==> config.mk <==
export PLATFORM = sky130hd
export DESIGN_NAME = ps2_port_device_manager
export DESIGN_NICKNAME = d
export VERILOG_FILES = /design/src/pdm_pkg.sv /design/src/pdm_front.sv /design/src/pdm_queue.sv /design/src/pdm_back.sv /design/src/ps2_port_device_manager.sv
export SDC_FILE = /design/constraint.sdc
export NUM_CORES = 1
export LEC_CHECK = 0
export ABC_AREA = 1
export BUFFER_PORTS_ARGS = -buffer_cell sky130_fd_sc_hd__buf_4
export CORE_ASPECT_RATIO = 0.5
export CORE_UTILIZATION = 47
export DETAILED_ROUTE_END_ITERATION = 8
export MAX_ROUTING_LAYER = met4
export SLEW_MARGIN = 10
export SYNTH_ARGS = -nofsm -noshare
export SYNTH_HDL_FRONTEND = slang
export SYNTH_SLANG_ARGS = --single-unit
==> constraint.sdc <==
create_clock -name clk -period 5.91 [get_ports clk]
set_input_delay 0.8865 -clock clk [delete_from_list [all_inputs] [get_ports clk]]
set_output_delay 0.8865 -clock clk [all_outputs]
set_load 0.02 [all_outputs]
==> src/pdm_pkg.sv <==
package pdm_pkg;

  // port phases
  localparam logic [2:0] PH_NC      = 3'd0;
  localparam logic [2:0] PH_ERR     = 3'd1;
  localparam logic [2:0] PH_CONN    = 3'd2;
  localparam logic [2:0] PH_SCANOFF = 3'd3;
  localparam logic [2:0] PH_IDENT   = 3'd4;
  localparam logic [2:0] PH_READY   = 3'd5;

  // input operations
  localparam logic [1:0] OP_BYTE  = 2'd0;
  localparam logic [1:0] OP_TICK  = 2'd1;
  localparam logic [1:0] OP_CHECK = 2'd2;

  // result kinds
  localparam logic [1:0] RK_CMD   = 2'd0;
  localparam logic [1:0] RK_DATA  = 2'd1;
  localparam logic [1:0] RK_IDENT = 2'd2;

  // device kinds
  localparam logic [2:0] DEV_UNKNOWN = 3'd0;
  localparam logic [2:0] DEV_KBD     = 3'd1;
  localparam logic [2:0] DEV_MOUSE   = 3'd2;
  localparam logic [2:0] DEV_SCROLL  = 3'd3;
  localparam logic [2:0] DEV_MOUSE5  = 3'd4;

  // configuration register indexes
  localparam logic [1:0] CFG_SECOND_PORT = 2'd0;
  localparam logic [1:0] CFG_ID_TIMEOUT  = 2'd1;
  localparam logic [1:0] CFG_TICK_MS     = 2'd2;
  localparam logic [1:0] CFG_MAX_PING    = 2'd3;

  localparam int CFG_DATA_W = 16;
  localparam int ID_TO_W    = 10;
  localparam int TICK_W     = 7;
  localparam int PING_W     = 16;

  localparam logic [ID_TO_W-1:0] ID_TIMEOUT_RST = 10'd20;
  localparam logic [TICK_W-1:0]  TICK_MS_RST    = 7'd5;
  localparam logic [PING_W-1:0]  MAX_PING_RST   = 16'd3000;

  // device and host bytes
  localparam logic [7:0] B_BAT_OK     = 8'hAA;
  localparam logic [7:0] B_BAT_FAIL   = 8'hFC;
  localparam logic [7:0] B_ACK        = 8'hFA;
  localparam logic [7:0] B_ECHO       = 8'hEE;
  localparam logic [7:0] B_RESEND     = 8'hFE;
  localparam logic [7:0] B_DISABLE    = 8'hF5;
  localparam logic [7:0] B_IDENTIFY   = 8'hF2;
  localparam logic [7:0] B_RESET      = 8'hFF;
  localparam logic [7:0] ID_KBD_HI    = 8'hAB;
  localparam logic [7:0] ID_KBD_TR    = 8'h83;
  localparam logic [7:0] ID_KBD_LO    = 8'h41;
  localparam logic [7:0] ID_KBD_LO2   = 8'hC1;
  localparam logic [7:0] ID_MOUSE     = 8'h00;
  localparam logic [7:0] ID_SCROLL    = 8'h03;
  localparam logic [7:0] ID_MOUSE5    = 8'h04;

  localparam int ID_DEPTH_DEF = 4;
  localparam int Q_DEPTH_DEF  = 4;

  typedef struct packed {
    logic [1:0] kind;
    logic       port;
    logic [7:0] value;
    logic [2:0] dev;
    logic       translated;
    logic       supported;
  } result_t;

  // results of one input item: one or two
  typedef struct packed {
    logic    two;
    result_t r0;
    result_t r1;
  } group_t;

endpackage

==> src/pdm_front.sv <==
module pdm_front #(
  parameter int ID_DEPTH = pdm_pkg::ID_DEPTH_DEF
) (
  input  logic                            clk,
  input  logic                            rst,
  input  logic                            cfg_write,
  input  logic [1:0]                      cfg_index,
  input  logic [pdm_pkg::CFG_DATA_W-1:0]  cfg_data,
  input  logic                            accept,
  input  logic [1:0]                      op,
  input  logic                            port,
  input  logic [7:0]                      data,
  output logic                            grp_valid,
  output pdm_pkg::group_t                 grp
);
  import pdm_pkg::*;

  localparam int IDC_W = $clog2(ID_DEPTH + 1);
  localparam int IA_W  = $clog2(ID_DEPTH);

  typedef struct packed {
    logic [2:0] dev;
    logic       tr;
    logic       sup;
  } cls_t;

  // configuration
  logic                second_port;
  logic [ID_TO_W-1:0]  id_timeout;
  logic [TICK_W-1:0]   tick_ms;
  logic [PING_W-1:0]   max_ping;

  // per-port state
  logic [2:0]       phase [2];
  logic [2:0]       phase_next [2];
  logic [2:0]       dkind [2];
  logic [2:0]       dkind_next [2];
  logic             sup [2];
  logic             sup_next [2];
  logic             linked [2];
  logic             linked_next [2];
  logic [31:0]      echo [2];
  logic [31:0]      echo_next [2];
  logic [IDC_W-1:0] idc [2];
  logic [IDC_W-1:0] idc_next [2];
  logic [ID_TO_W-1:0] tleft [2];
  logic [ID_TO_W-1:0] tleft_next [2];
  logic             armed [2];
  logic             armed_next [2];
  logic [31:0]      now;
  logic [31:0]      now_next;
  logic [7:0]       idb [2][ID_DEPTH];

  logic             idb_we;
  logic [IA_W-1:0]  idb_addr;
  cls_t             cls [2];

  function automatic cls_t classify(logic [IDC_W-1:0] n, logic [7:0] b0, logic [7:0] b1);
    cls_t c;
    c = '{dev: DEV_UNKNOWN, tr: 1'b0, sup: 1'b0};
    if (n == '0) begin
      c = '{dev: DEV_KBD, tr: 1'b0, sup: 1'b1};
    end else if (n == IDC_W'(1)) begin
      if (b0 == ID_MOUSE)       c = '{dev: DEV_MOUSE,  tr: 1'b0, sup: 1'b1};
      else if (b0 == ID_SCROLL) c = '{dev: DEV_SCROLL, tr: 1'b0, sup: 1'b1};
      else if (b0 == ID_MOUSE5) c = '{dev: DEV_MOUSE5, tr: 1'b0, sup: 1'b1};
    end else if (n == IDC_W'(2) && b0 == ID_KBD_HI) begin
      if (b1 == ID_KBD_LO || b1 == ID_KBD_LO2) c = '{dev: DEV_KBD, tr: 1'b0, sup: 1'b1};
      else if (b1 == ID_KBD_TR)                c = '{dev: DEV_KBD, tr: 1'b1, sup: 1'b1};
    end
    return c;
  endfunction

  function automatic result_t mk(logic [1:0] k, logic p, logic [7:0] v, logic [2:0] d,
                                 logic tr, logic s);
    result_t r;
    r = '{kind: k, port: p, value: v, dev: d, translated: tr, supported: s};
    return r;
  endfunction

  always_comb begin
    for (int q = 0; q < 2; q++) begin
      cls[q] = classify(idc[q], idb[q][0], idb[q][1]);
    end
  end

  always_comb begin
    logic fire0;
    logic fire1;
    phase_next  = phase;
    dkind_next  = dkind;
    sup_next    = sup;
    linked_next = linked;
    echo_next   = echo;
    idc_next    = idc;
    tleft_next  = tleft;
    armed_next  = armed;
    now_next    = now;
    idb_we      = 1'b0;
    idb_addr    = idc[port][IA_W-1:0];
    grp         = '0;
    grp_valid   = 1'b0;
    fire0       = 1'b0;
    fire1       = 1'b0;
    if (accept) begin
      case (op)
        OP_BYTE: begin
          linked_next[port] = 1'b1;
          if (phase[port] == PH_NC && data != B_BAT_OK && data != B_BAT_FAIL) begin
            // keyboard already set up by firmware
            phase_next[port] = PH_READY;
            sup_next[port]   = 1'b1;
            dkind_next[port] = DEV_KBD;
            grp_valid = 1'b1;
            grp.two   = 1'b1;
            grp.r0    = mk(RK_IDENT, port, 8'h00, DEV_KBD, 1'b1, 1'b1);
            grp.r1    = mk(RK_DATA, port, data, DEV_UNKNOWN, 1'b0, 1'b0);
          end else if (data == B_ECHO) begin
            echo_next[port] = now;
          end else if (data == B_RESEND) begin
            grp_valid = 1'b0;
          end else if (data == B_BAT_OK) begin
            phase_next[port] = PH_CONN;
            grp_valid = 1'b1;
            grp.r0    = mk(RK_CMD, port, B_DISABLE, DEV_UNKNOWN, 1'b0, 1'b0);
          end else if (data == B_BAT_FAIL) begin
            phase_next[port] = PH_ERR;
            grp_valid = 1'b1;
            grp.r0    = mk(RK_CMD, port, B_RESET, DEV_UNKNOWN, 1'b0, 1'b0);
          end else if (data == B_ACK) begin
            if (phase[port] == PH_CONN) begin
              phase_next[port] = PH_SCANOFF;
              grp_valid = 1'b1;
              grp.r0    = mk(RK_CMD, port, B_IDENTIFY, DEV_UNKNOWN, 1'b0, 1'b0);
            end else if (phase[port] == PH_SCANOFF) begin
              phase_next[port] = PH_IDENT;
              idc_next[port]   = '0;
              tleft_next[port] = id_timeout;
              armed_next[port] = 1'b1;
            end
          end else if (phase[port] == PH_IDENT) begin
            if (idc[port] < IDC_W'(ID_DEPTH)) begin
              idb_we         = 1'b1;
              idc_next[port] = idc[port] + IDC_W'(1);
            end
          end else if (phase[port] == PH_READY && sup[port] && dkind[port] == DEV_KBD) begin
            grp_valid = 1'b1;
            grp.r0    = mk(RK_DATA, port, data, DEV_UNKNOWN, 1'b0, 1'b0);
          end
        end
        OP_TICK: begin
          now_next = now + 32'(tick_ms);
          for (int q = 0; q < 2; q++) begin
            if (armed[q]) begin
              if (tleft[q] != '0) begin
                tleft_next[q] = (tleft[q] > ID_TO_W'(tick_ms)) ?
                                tleft[q] - ID_TO_W'(tick_ms) : '0;
              end else begin
                armed_next[q] = 1'b0;
                phase_next[q] = PH_READY;
                dkind_next[q] = cls[q].dev;
                sup_next[q]   = cls[q].sup;
              end
            end
          end
          fire0 = armed[0] && tleft[0] == '0;
          fire1 = armed[1] && tleft[1] == '0;
          grp_valid = fire0 | fire1;
          grp.two   = fire0 & fire1;
          grp.r0    = fire0 ? mk(RK_IDENT, 1'b0, 8'h00, cls[0].dev, cls[0].tr, cls[0].sup)
                            : mk(RK_IDENT, 1'b1, 8'h00, cls[1].dev, cls[1].tr, cls[1].sup);
          grp.r1    = mk(RK_IDENT, 1'b1, 8'h00, cls[1].dev, cls[1].tr, cls[1].sup);
        end
        OP_CHECK: begin
          for (int q = 0; q < 2; q++) begin
            if ((q == 0 || second_port) && (now - echo[q]) > 32'(max_ping)) begin
              dkind_next[q]  = DEV_UNKNOWN;
              phase_next[q]  = PH_NC;
              linked_next[q] = 1'b0;
            end
          end
          grp_valid = 1'b1;
          grp.two   = second_port;
          grp.r0    = mk(RK_CMD, 1'b0, linked_next[0] ? B_ECHO : B_RESET,
                         DEV_UNKNOWN, 1'b0, 1'b0);
          grp.r1    = mk(RK_CMD, 1'b1, linked_next[1] ? B_ECHO : B_RESET,
                         DEV_UNKNOWN, 1'b0, 1'b0);
        end
        default: begin
          grp_valid = 1'b0;
        end
      endcase
    end
  end

  always_ff @(posedge clk) begin
    if (rst) begin
      second_port <= 1'b0;
      id_timeout  <= ID_TIMEOUT_RST;
      tick_ms     <= TICK_MS_RST;
      max_ping    <= MAX_PING_RST;
    end else if (cfg_write) begin
      unique case (cfg_index)
        CFG_SECOND_PORT: second_port <= cfg_data[0];
        CFG_ID_TIMEOUT:  id_timeout  <= cfg_data[ID_TO_W-1:0];
        CFG_TICK_MS:     tick_ms     <= cfg_data[TICK_W-1:0];
        CFG_MAX_PING:    max_ping    <= cfg_data[PING_W-1:0];
      endcase
    end
  end

  always_ff @(posedge clk) begin
    if (rst) begin
      for (int q = 0; q < 2; q++) begin
        phase[q]  <= PH_NC;
        dkind[q]  <= DEV_UNKNOWN;
        sup[q]    <= 1'b0;
        linked[q] <= 1'b0;
        echo[q]   <= '0;
        idc[q]    <= '0;
        tleft[q]  <= '0;
        armed[q]  <= 1'b0;
      end
      now <= '0;
    end else begin
      phase  <= phase_next;
      dkind  <= dkind_next;
      sup    <= sup_next;
      linked <= linked_next;
      echo   <= echo_next;
      idc    <= idc_next;
      tleft  <= tleft_next;
      armed  <= armed_next;
      now    <= now_next;
    end
  end

  always_ff @(posedge clk) begin
    if (idb_we) begin
      idb[port][idb_addr] <= data;
    end
  end

endmodule

==> src/pdm_queue.sv <==
module pdm_queue #(
  parameter int DEPTH = pdm_pkg::Q_DEPTH_DEF
) (
  input  logic            clk,
  input  logic            rst,
  input  logic            push,
  input  pdm_pkg::group_t din,
  output logic            full,
  input  logic            pop,
  output pdm_pkg::group_t dout,
  output logic            valid
);
  import pdm_pkg::*;

  localparam int PTR_W = $clog2(DEPTH);
  localparam int CNT_W = $clog2(DEPTH + 1);

  group_t           slots [DEPTH];
  logic [PTR_W-1:0] wr_ptr;
  logic [PTR_W-1:0] rd_ptr;
  logic [CNT_W-1:0] count;
  logic             do_push;
  logic             do_pop;

  assign full    = (count == CNT_W'(DEPTH));
  assign valid   = (count != '0);
  assign dout    = slots[rd_ptr];
  assign do_push = push && !full;
  assign do_pop  = pop && valid;

  always_ff @(posedge clk) begin
    if (rst) begin
      wr_ptr <= '0;
      rd_ptr <= '0;
      count  <= '0;
    end else begin
      if (do_push) begin
        wr_ptr <= (wr_ptr == PTR_W'(DEPTH - 1)) ? '0 : wr_ptr + PTR_W'(1);
      end
      if (do_pop) begin
        rd_ptr <= (rd_ptr == PTR_W'(DEPTH - 1)) ? '0 : rd_ptr + PTR_W'(1);
      end
      if (do_push && !do_pop) count <= count + CNT_W'(1);
      else if (do_pop && !do_push) count <= count - CNT_W'(1);
    end
  end

  always_ff @(posedge clk) begin
    if (do_push) begin
      slots[wr_ptr] <= din;
    end
  end

`ifndef SYNTH
  a_count_bound: assert property (@(posedge clk) disable iff (rst)
    count <= CNT_W'(DEPTH))
    else $error("queue count beyond depth");

  a_push_grows: assert property (@(posedge clk) disable iff (rst)
    (push && !full && !(pop && valid)) |=> count == $past(count) + CNT_W'(1))
    else $error("queue transfer in lost");

  a_pop_shrinks: assert property (@(posedge clk) disable iff (rst)
    (pop && valid && !push) |=> count == $past(count) - CNT_W'(1))
    else $error("queue transfer out miscounted");

  a_no_push_full: assert property (@(posedge clk) disable iff (rst)
    full |-> !push)
    else $error("push into full queue");
`endif

endmodule

==> src/pdm_back.sv <==
module pdm_back (
  input  logic             clk,
  input  logic             rst,
  input  logic             q_valid,
  input  pdm_pkg::group_t  q_data,
  output logic             q_pop,
  output logic             empty,
  input  logic             pop,
  output pdm_pkg::result_t res,
  output logic             last
);
  import pdm_pkg::*;

  group_t hold;
  logic   busy;
  logic   idx;
  logic   done;
  logic   load;

  assign done  = busy && pop && (!hold.two || idx);
  assign load  = !busy || done;
  assign q_pop = load && q_valid;
  assign empty = !busy;
  assign res   = idx ? hold.r1 : hold.r0;
  assign last  = idx || !hold.two;

  always_ff @(posedge clk) begin
    if (rst) begin
      busy <= 1'b0;
      idx  <= 1'b0;
    end else if (load) begin
      busy <= q_valid;
      idx  <= 1'b0;
    end else if (pop) begin
      idx <= 1'b1;
    end
  end

  always_ff @(posedge clk) begin
    if (q_pop) begin
      hold <= q_data;
    end
  end

`ifndef SYNTH
  a_second_follows: assert property (@(posedge clk) disable iff (rst)
    (busy && pop && hold.two && !idx) |=> (busy && idx))
    else $error("second result of a pair skipped");
`endif

endmodule

==> src/ps2_port_device_manager.sv <==
// Path: an accepted item with results is written to the queue at the accepting edge,
// then loaded into the output register when the output side is free. Throughput: one
// item per cycle while the queue is not full; the output register delivers one result
// per cycle while popped, so an item with two results holds it for two transfers.
// The result queue sets slack. Reset: synchronous, active high; clears port state,
// time and queue, loads register defaults; ID byte store is not cleared.
module ps2_port_device_manager #(
  parameter int ID_DEPTH = pdm_pkg::ID_DEPTH_DEF,
  parameter int Q_DEPTH  = pdm_pkg::Q_DEPTH_DEF
) (
  input  logic                           clk,
  input  logic                           rst,
  input  logic                           cfg_write,
  input  logic [1:0]                     cfg_index,
  input  logic [pdm_pkg::CFG_DATA_W-1:0] cfg_data,
  input  logic                           push,
  output logic                           full,
  input  logic [1:0]                     op,
  input  logic                           port,
  input  logic [7:0]                     data,
  output logic                           empty,
  input  logic                           pop,
  output logic [1:0]                     kind,
  output logic                           port_out,
  output logic [7:0]                     value,
  output logic [2:0]                     device_kind,
  output logic                           translated,
  output logic                           supported,
  output logic                           last
);
  import pdm_pkg::*;

  logic    accept;
  logic    grp_valid;
  group_t  grp;
  logic    q_valid;
  logic    q_pop;
  group_t  q_data;
  result_t res;

  assign accept = push && !full;

  pdm_front #(
    .ID_DEPTH(ID_DEPTH)
  ) u_front (
    .clk       (clk),
    .rst       (rst),
    .cfg_write (cfg_write),
    .cfg_index (cfg_index),
    .cfg_data  (cfg_data),
    .accept    (accept),
    .op        (op),
    .port      (port),
    .data      (data),
    .grp_valid (grp_valid),
    .grp       (grp)
  );

  pdm_queue #(
    .DEPTH(Q_DEPTH)
  ) u_queue (
    .clk   (clk),
    .rst   (rst),
    .push  (grp_valid),
    .din   (grp),
    .full  (full),
    .pop   (q_pop),
    .dout  (q_data),
    .valid (q_valid)
  );

  pdm_back u_back (
    .clk     (clk),
    .rst     (rst),
    .q_valid (q_valid),
    .q_data  (q_data),
    .q_pop   (q_pop),
    .empty   (empty),
    .pop     (pop),
    .res     (res),
    .last    (last)
  );

  assign kind        = res.kind;
  assign port_out    = res.port;
  assign value       = res.value;
  assign device_kind = res.dev;
  assign translated  = res.translated;
  assign supported   = res.supported;

endmodule
==> impl_metrics.env <==
export IMPL_status="completed"
export IMPL_vdd_ir_drop_worst_uv=214
export IMPL_ys_warn_count=0
export IMPL_hold_class="reg2reg"
export IMPL_period_needed_ns=4.12
export IMPL_clock_latency_ns=0.57
export IMPL_synth_edff_count=197
export IMPL_grt_max_degree=87
export IMPL_htreeDepth=2
export IMPL_clock_root_buffer="clkbuf_16"
export IMPL_cts_tree="done"
export IMPL_cts_setup_buffers=0
export IMPL_grt_util_all_layers_pct=25.2
export IMPL_worst_pin_slew_ns=1.12
export IMPL_finClkSkew_ns=0.0272
export IMPL_syn_area_per_cell_um2=7.74
export IMPL_rows=56
export IMPL_required_ns=6.21
export IMPL_ys_seq_area_share_pct=42.6
export IMPL_die_w_um=311
export IMPL_power_density_nw_per_um2=304
export IMPL_nets=3100
export IMPL_antennaDiodeCount=0
export IMPL_hpwlAfterDp_mm=44.0
export IMPL_fin_ws_ns=1.79
export IMPL_drive_gt1_share_pct=8.04
export IMPL_crit_fanout=4
export IMPL_relSlewSlack_pct=25.0
export IMPL_ys_flop_type="edfxtp_1"
export IMPL_netlist_instances=2908
export IMPL_crit_type="reg2reg"
export IMPL_drc=0
export IMPL_syn_area_um2=22500
export IMPL_cts_sinks=380
export IMPL_final_max_slew_viol_count=0
export IMPL_fmax_ghz=0.243
export IMPL_routed_wl_mm=60.0
export IMPL_fillCellCount=4499
export IMPL_hold_violations=0
export IMPL_cts_buffers=37
export IMPL_area_growth_syn_to_layout_pct=10.2
export IMPL_stdcell_area_um2=24800
export IMPL_critPathLaunchType="flip-flop"
export IMPL_hold_buffers=0
export IMPL_ys_types=64
export IMPL_gp_congestion=0.963
export IMPL_via_per_inst=5.28
export IMPL_drtIter0Drc=1500
export IMPL_synth_async_sr_flop_share_pct=0
export IMPL_grt_ovfl_total=0
export IMPL_end_kind="flip-flop"
export IMPL_antenna_found_initial=0
export IMPL_grt_first_pass_wirelength_mm=94.7
export IMPL_final_util_pct=52.7
export IMPL_post_cts_resize_count=0
export IMPL_final_antenna_net_count=0
export IMPL_coreArea_um2=47000
export IMPL_num_vias=18988
export IMPL_clkTransAtPathRegs_ns=0.07
export IMPL_pin_count=53
export IMPL_io_buffers=52
export IMPL_layout_commonest_cell="nand2_1"
export IMPL_placed_area_um2=23500
export IMPL_finalCritPeriodShare_pct=69.6
export IMPL_start_util_pct=47.9
export IMPL_drtPass1Iterations=7
export IMPL_stdcell_count=3598
export IMPL_worst_ep_arrival_time_ns=4.41
export IMPL_pre_cts_ws_ns=1.77
export IMPL_cap_violations=0
export IMPL_routedWlPerCell_um=16.7
export IMPL_dpl_cell_count=3530
export IMPL_grt_pass1_vias=17144
export IMPL_setup_viol=0
export IMPL_layout_common_cells="nand2_1 (587), inv_1 (422), nor2_1 (362), a21oi_1 (199), edfxtp_1 (197)"
export IMPL_synth_seq_cells=380
export IMPL_dieArea_um2=48800
export IMPL_syn_nets=3077
export IMPL_clk_path_buf_depth=3
export IMPL_die_h_um=157
export IMPL_rsz0062_at_grt="no"
export IMPL_leakagePower_nw=10.9
export IMPL_fin_tns_setup_ns=0
-- cell type report --
| cell class | instances | area (um2) | area share (%) |
|---|---|---|---|
| clock inverter | 22 | 274 | 1.10 |
| multi-input combinational | 2001 | 10900 | 44.1 |
| inverter | 445 | 1670 | 6.75 |
| timing repair buffer | 66 | 495 | 2.00 |
| clock buffer | 46 | 1030 | 4.16 |
| sequential | 380 | 9580 | 38.6 |
| tap | 638 | 798 | 3.22 |
-- final timing paths --
check,cells after the start,start,slack [ns],endpoint
setup / recovery,25,u_front.now[0],1.79,u_queue.slots[2][9]
hold / removal,2,u_front.echo[3],0.47,u_front.echo[3]
setup reg to reg,25,u_front.now[0],1.79,u_queue.slots[2][9]
hold reg to reg,2,u_front.echo[3],0.47,u_front.echo[3]
-- cells in the mapped netlist (3+ instances only) --
| cell | count | area share [%] |
|---|---|---|
| dfxtp_1 | 183 | 16 |
| nor4_1 | 22 | 0.61 |
| nor2_4 | 5 | 0.25 |
| buf_4 | 4 | 0.13 |
| a21oi_1 | 199 | 4.4 |
| buf_2 | 15 | 0.33 |
| o32ai_1 | 3 | 0.12 |
| or2_2 | 6 | 0.17 |
| nor3_1 | 33 | 0.73 |
| o22ai_1 | 36 | 1.0 |
| nor2_1 | 367 | 6.1 |
| xor2_1 | 41 | 1.6 |
| mux2_2 | 16 | 0.80 |
| nand4_1 | 39 | 1.1 |
| nand2_2 | 11 | 0.31 |
| nand3_1 | 102 | 2.3 |
| a21o_1 | 3 | 0.10 |
| xnor2_1 | 11 | 0.43 |
| fa_1 | 6 | 0.53 |
| clkbuf_1 | 58 | 0.97 |
| ha_1 | 129 | 7.2 |
| o21ai_1 | 17 | 0.38 |
| nor2_2 | 11 | 0.31 |
| nor3_2 | 7 | 0.31 |
| nand2_1 | 587 | 9.8 |
| and2_1 | 6 | 0.17 |
| nand3_2 | 10 | 0.44 |
| a211oi_1 | 68 | 2.3 |
| o21ai_0 | 189 | 4.2 |
| nand3b_1 | 8 | 0.27 |
| buf_1 | 5 | 0.083 |
| a221oi_1 | 3 | 0.12 |
| o21bai_1 | 8 | 0.27 |
| inv_1 | 424 | 7.1 |
| o211ai_1 | 7 | 0.23 |
| a31oi_1 | 13 | 0.36 |
| edfxtp_1 | 197 | 26 |
| o31ai_1 | 4 | 0.13 |
| inv_2 | 18 | 0.30 |
| a22oi_1 | 3 | 0.10 |
-- power breakdown --
part | total, mW | internal, mW | switching [mW] | leakage [nW]
clock | 2.56 | 1.48 | 1.08 | 0.649
sequential | 3.14 | 3.06 | 0.0798 | 3.32
combinational | 1.83 | 0.625 | 1.21 | 6.97
total | 7.53 | 5.16 | 2.37 | 10.9
-- registers in the layout (all words and copies together) (netlist names), named ones only --
| name | flops |
|---|---|
| u_queue.slots | 132 |
| u_front.echo | 64 |
| u_back.hold | 33 |
| u_front.idb | 32 |
| u_front.now | 32 |
| u_front.tleft | 20 |
| u_front.max_ping | 16 |
| u_front.id_timeout | 10 |
| u_front.tick_ms | 7 |
| u_front.dkind | 6 |
| u_front.idc | 6 |
| u_front.phase | 4 |
| u_queue.count | 3 |
| u_front.armed | 2 |
| u_front.linked | 2 |
| u_front.sup | 2 |
| u_queue.rd_ptr | 2 |
| u_queue.wr_ptr | 2 |
| u_back.busy | 1 |
| u_back.idx | 1 |
| u_front.second_port | 1 |
-- worst max-delay path, stage by stage, from the launching register on --
cell and delay, ns:
dfxtp_1 0.38, inv_1 0.10, ha_1 0.24, fa_1 0.47
inv_1 0.12, nand2_1 0.06, nand3_1 0.13, nand2_1 0.08
nand2_1 0.16, xor2_1 0.11, ha_1 0.29, nand2_1 0.05
nor2_1 0.14, nand3_1 0.11, nor2_1 0.14, nand4_1 0.11
nand2_1 0.13, nand3_1 0.08, nor2_1 0.09, nand2_1 0.07
nor2_1 0.10, nand2_1 0.16, nand2_2 0.14, nand2_1 0.13
nand2_1 0.13, a21oi_1 0.12
-- routing by layer --
metal	global-route usage, %	vias to the layer above	part of all wire (%)
li1	-	9731	-
met1	35.1	8777	49
met2	39.2	413	44
met4	4.46	0	1.4
met5	-	-	0
met3	3.66	67	5.2
-- per-stage QoR --
stage | power (mW) | hold WS, ns
floorplan | 4.47 | 0.430
global placement | 5.02 | 0.453
detailed placement | 5.03 | 0.455
CTS | 7.59 | 0.466
global route | 7.93 | 0.483
finish | 7.53 | 0.469
-- cells by family after synthesis --
logic type	Yosys count	synth area share, %
and+or+nand+nor	1230	23.6
AOI/OAI and AO/OA	567	14.3
buffers and inverters	527	8.95
DFF	380	42.6
adders and majority gates	135	7.71
xor gates and xnor gates	52	2.02
muxes	17	0.845
No activity file was read; power rests on OpenSTA's default activity.
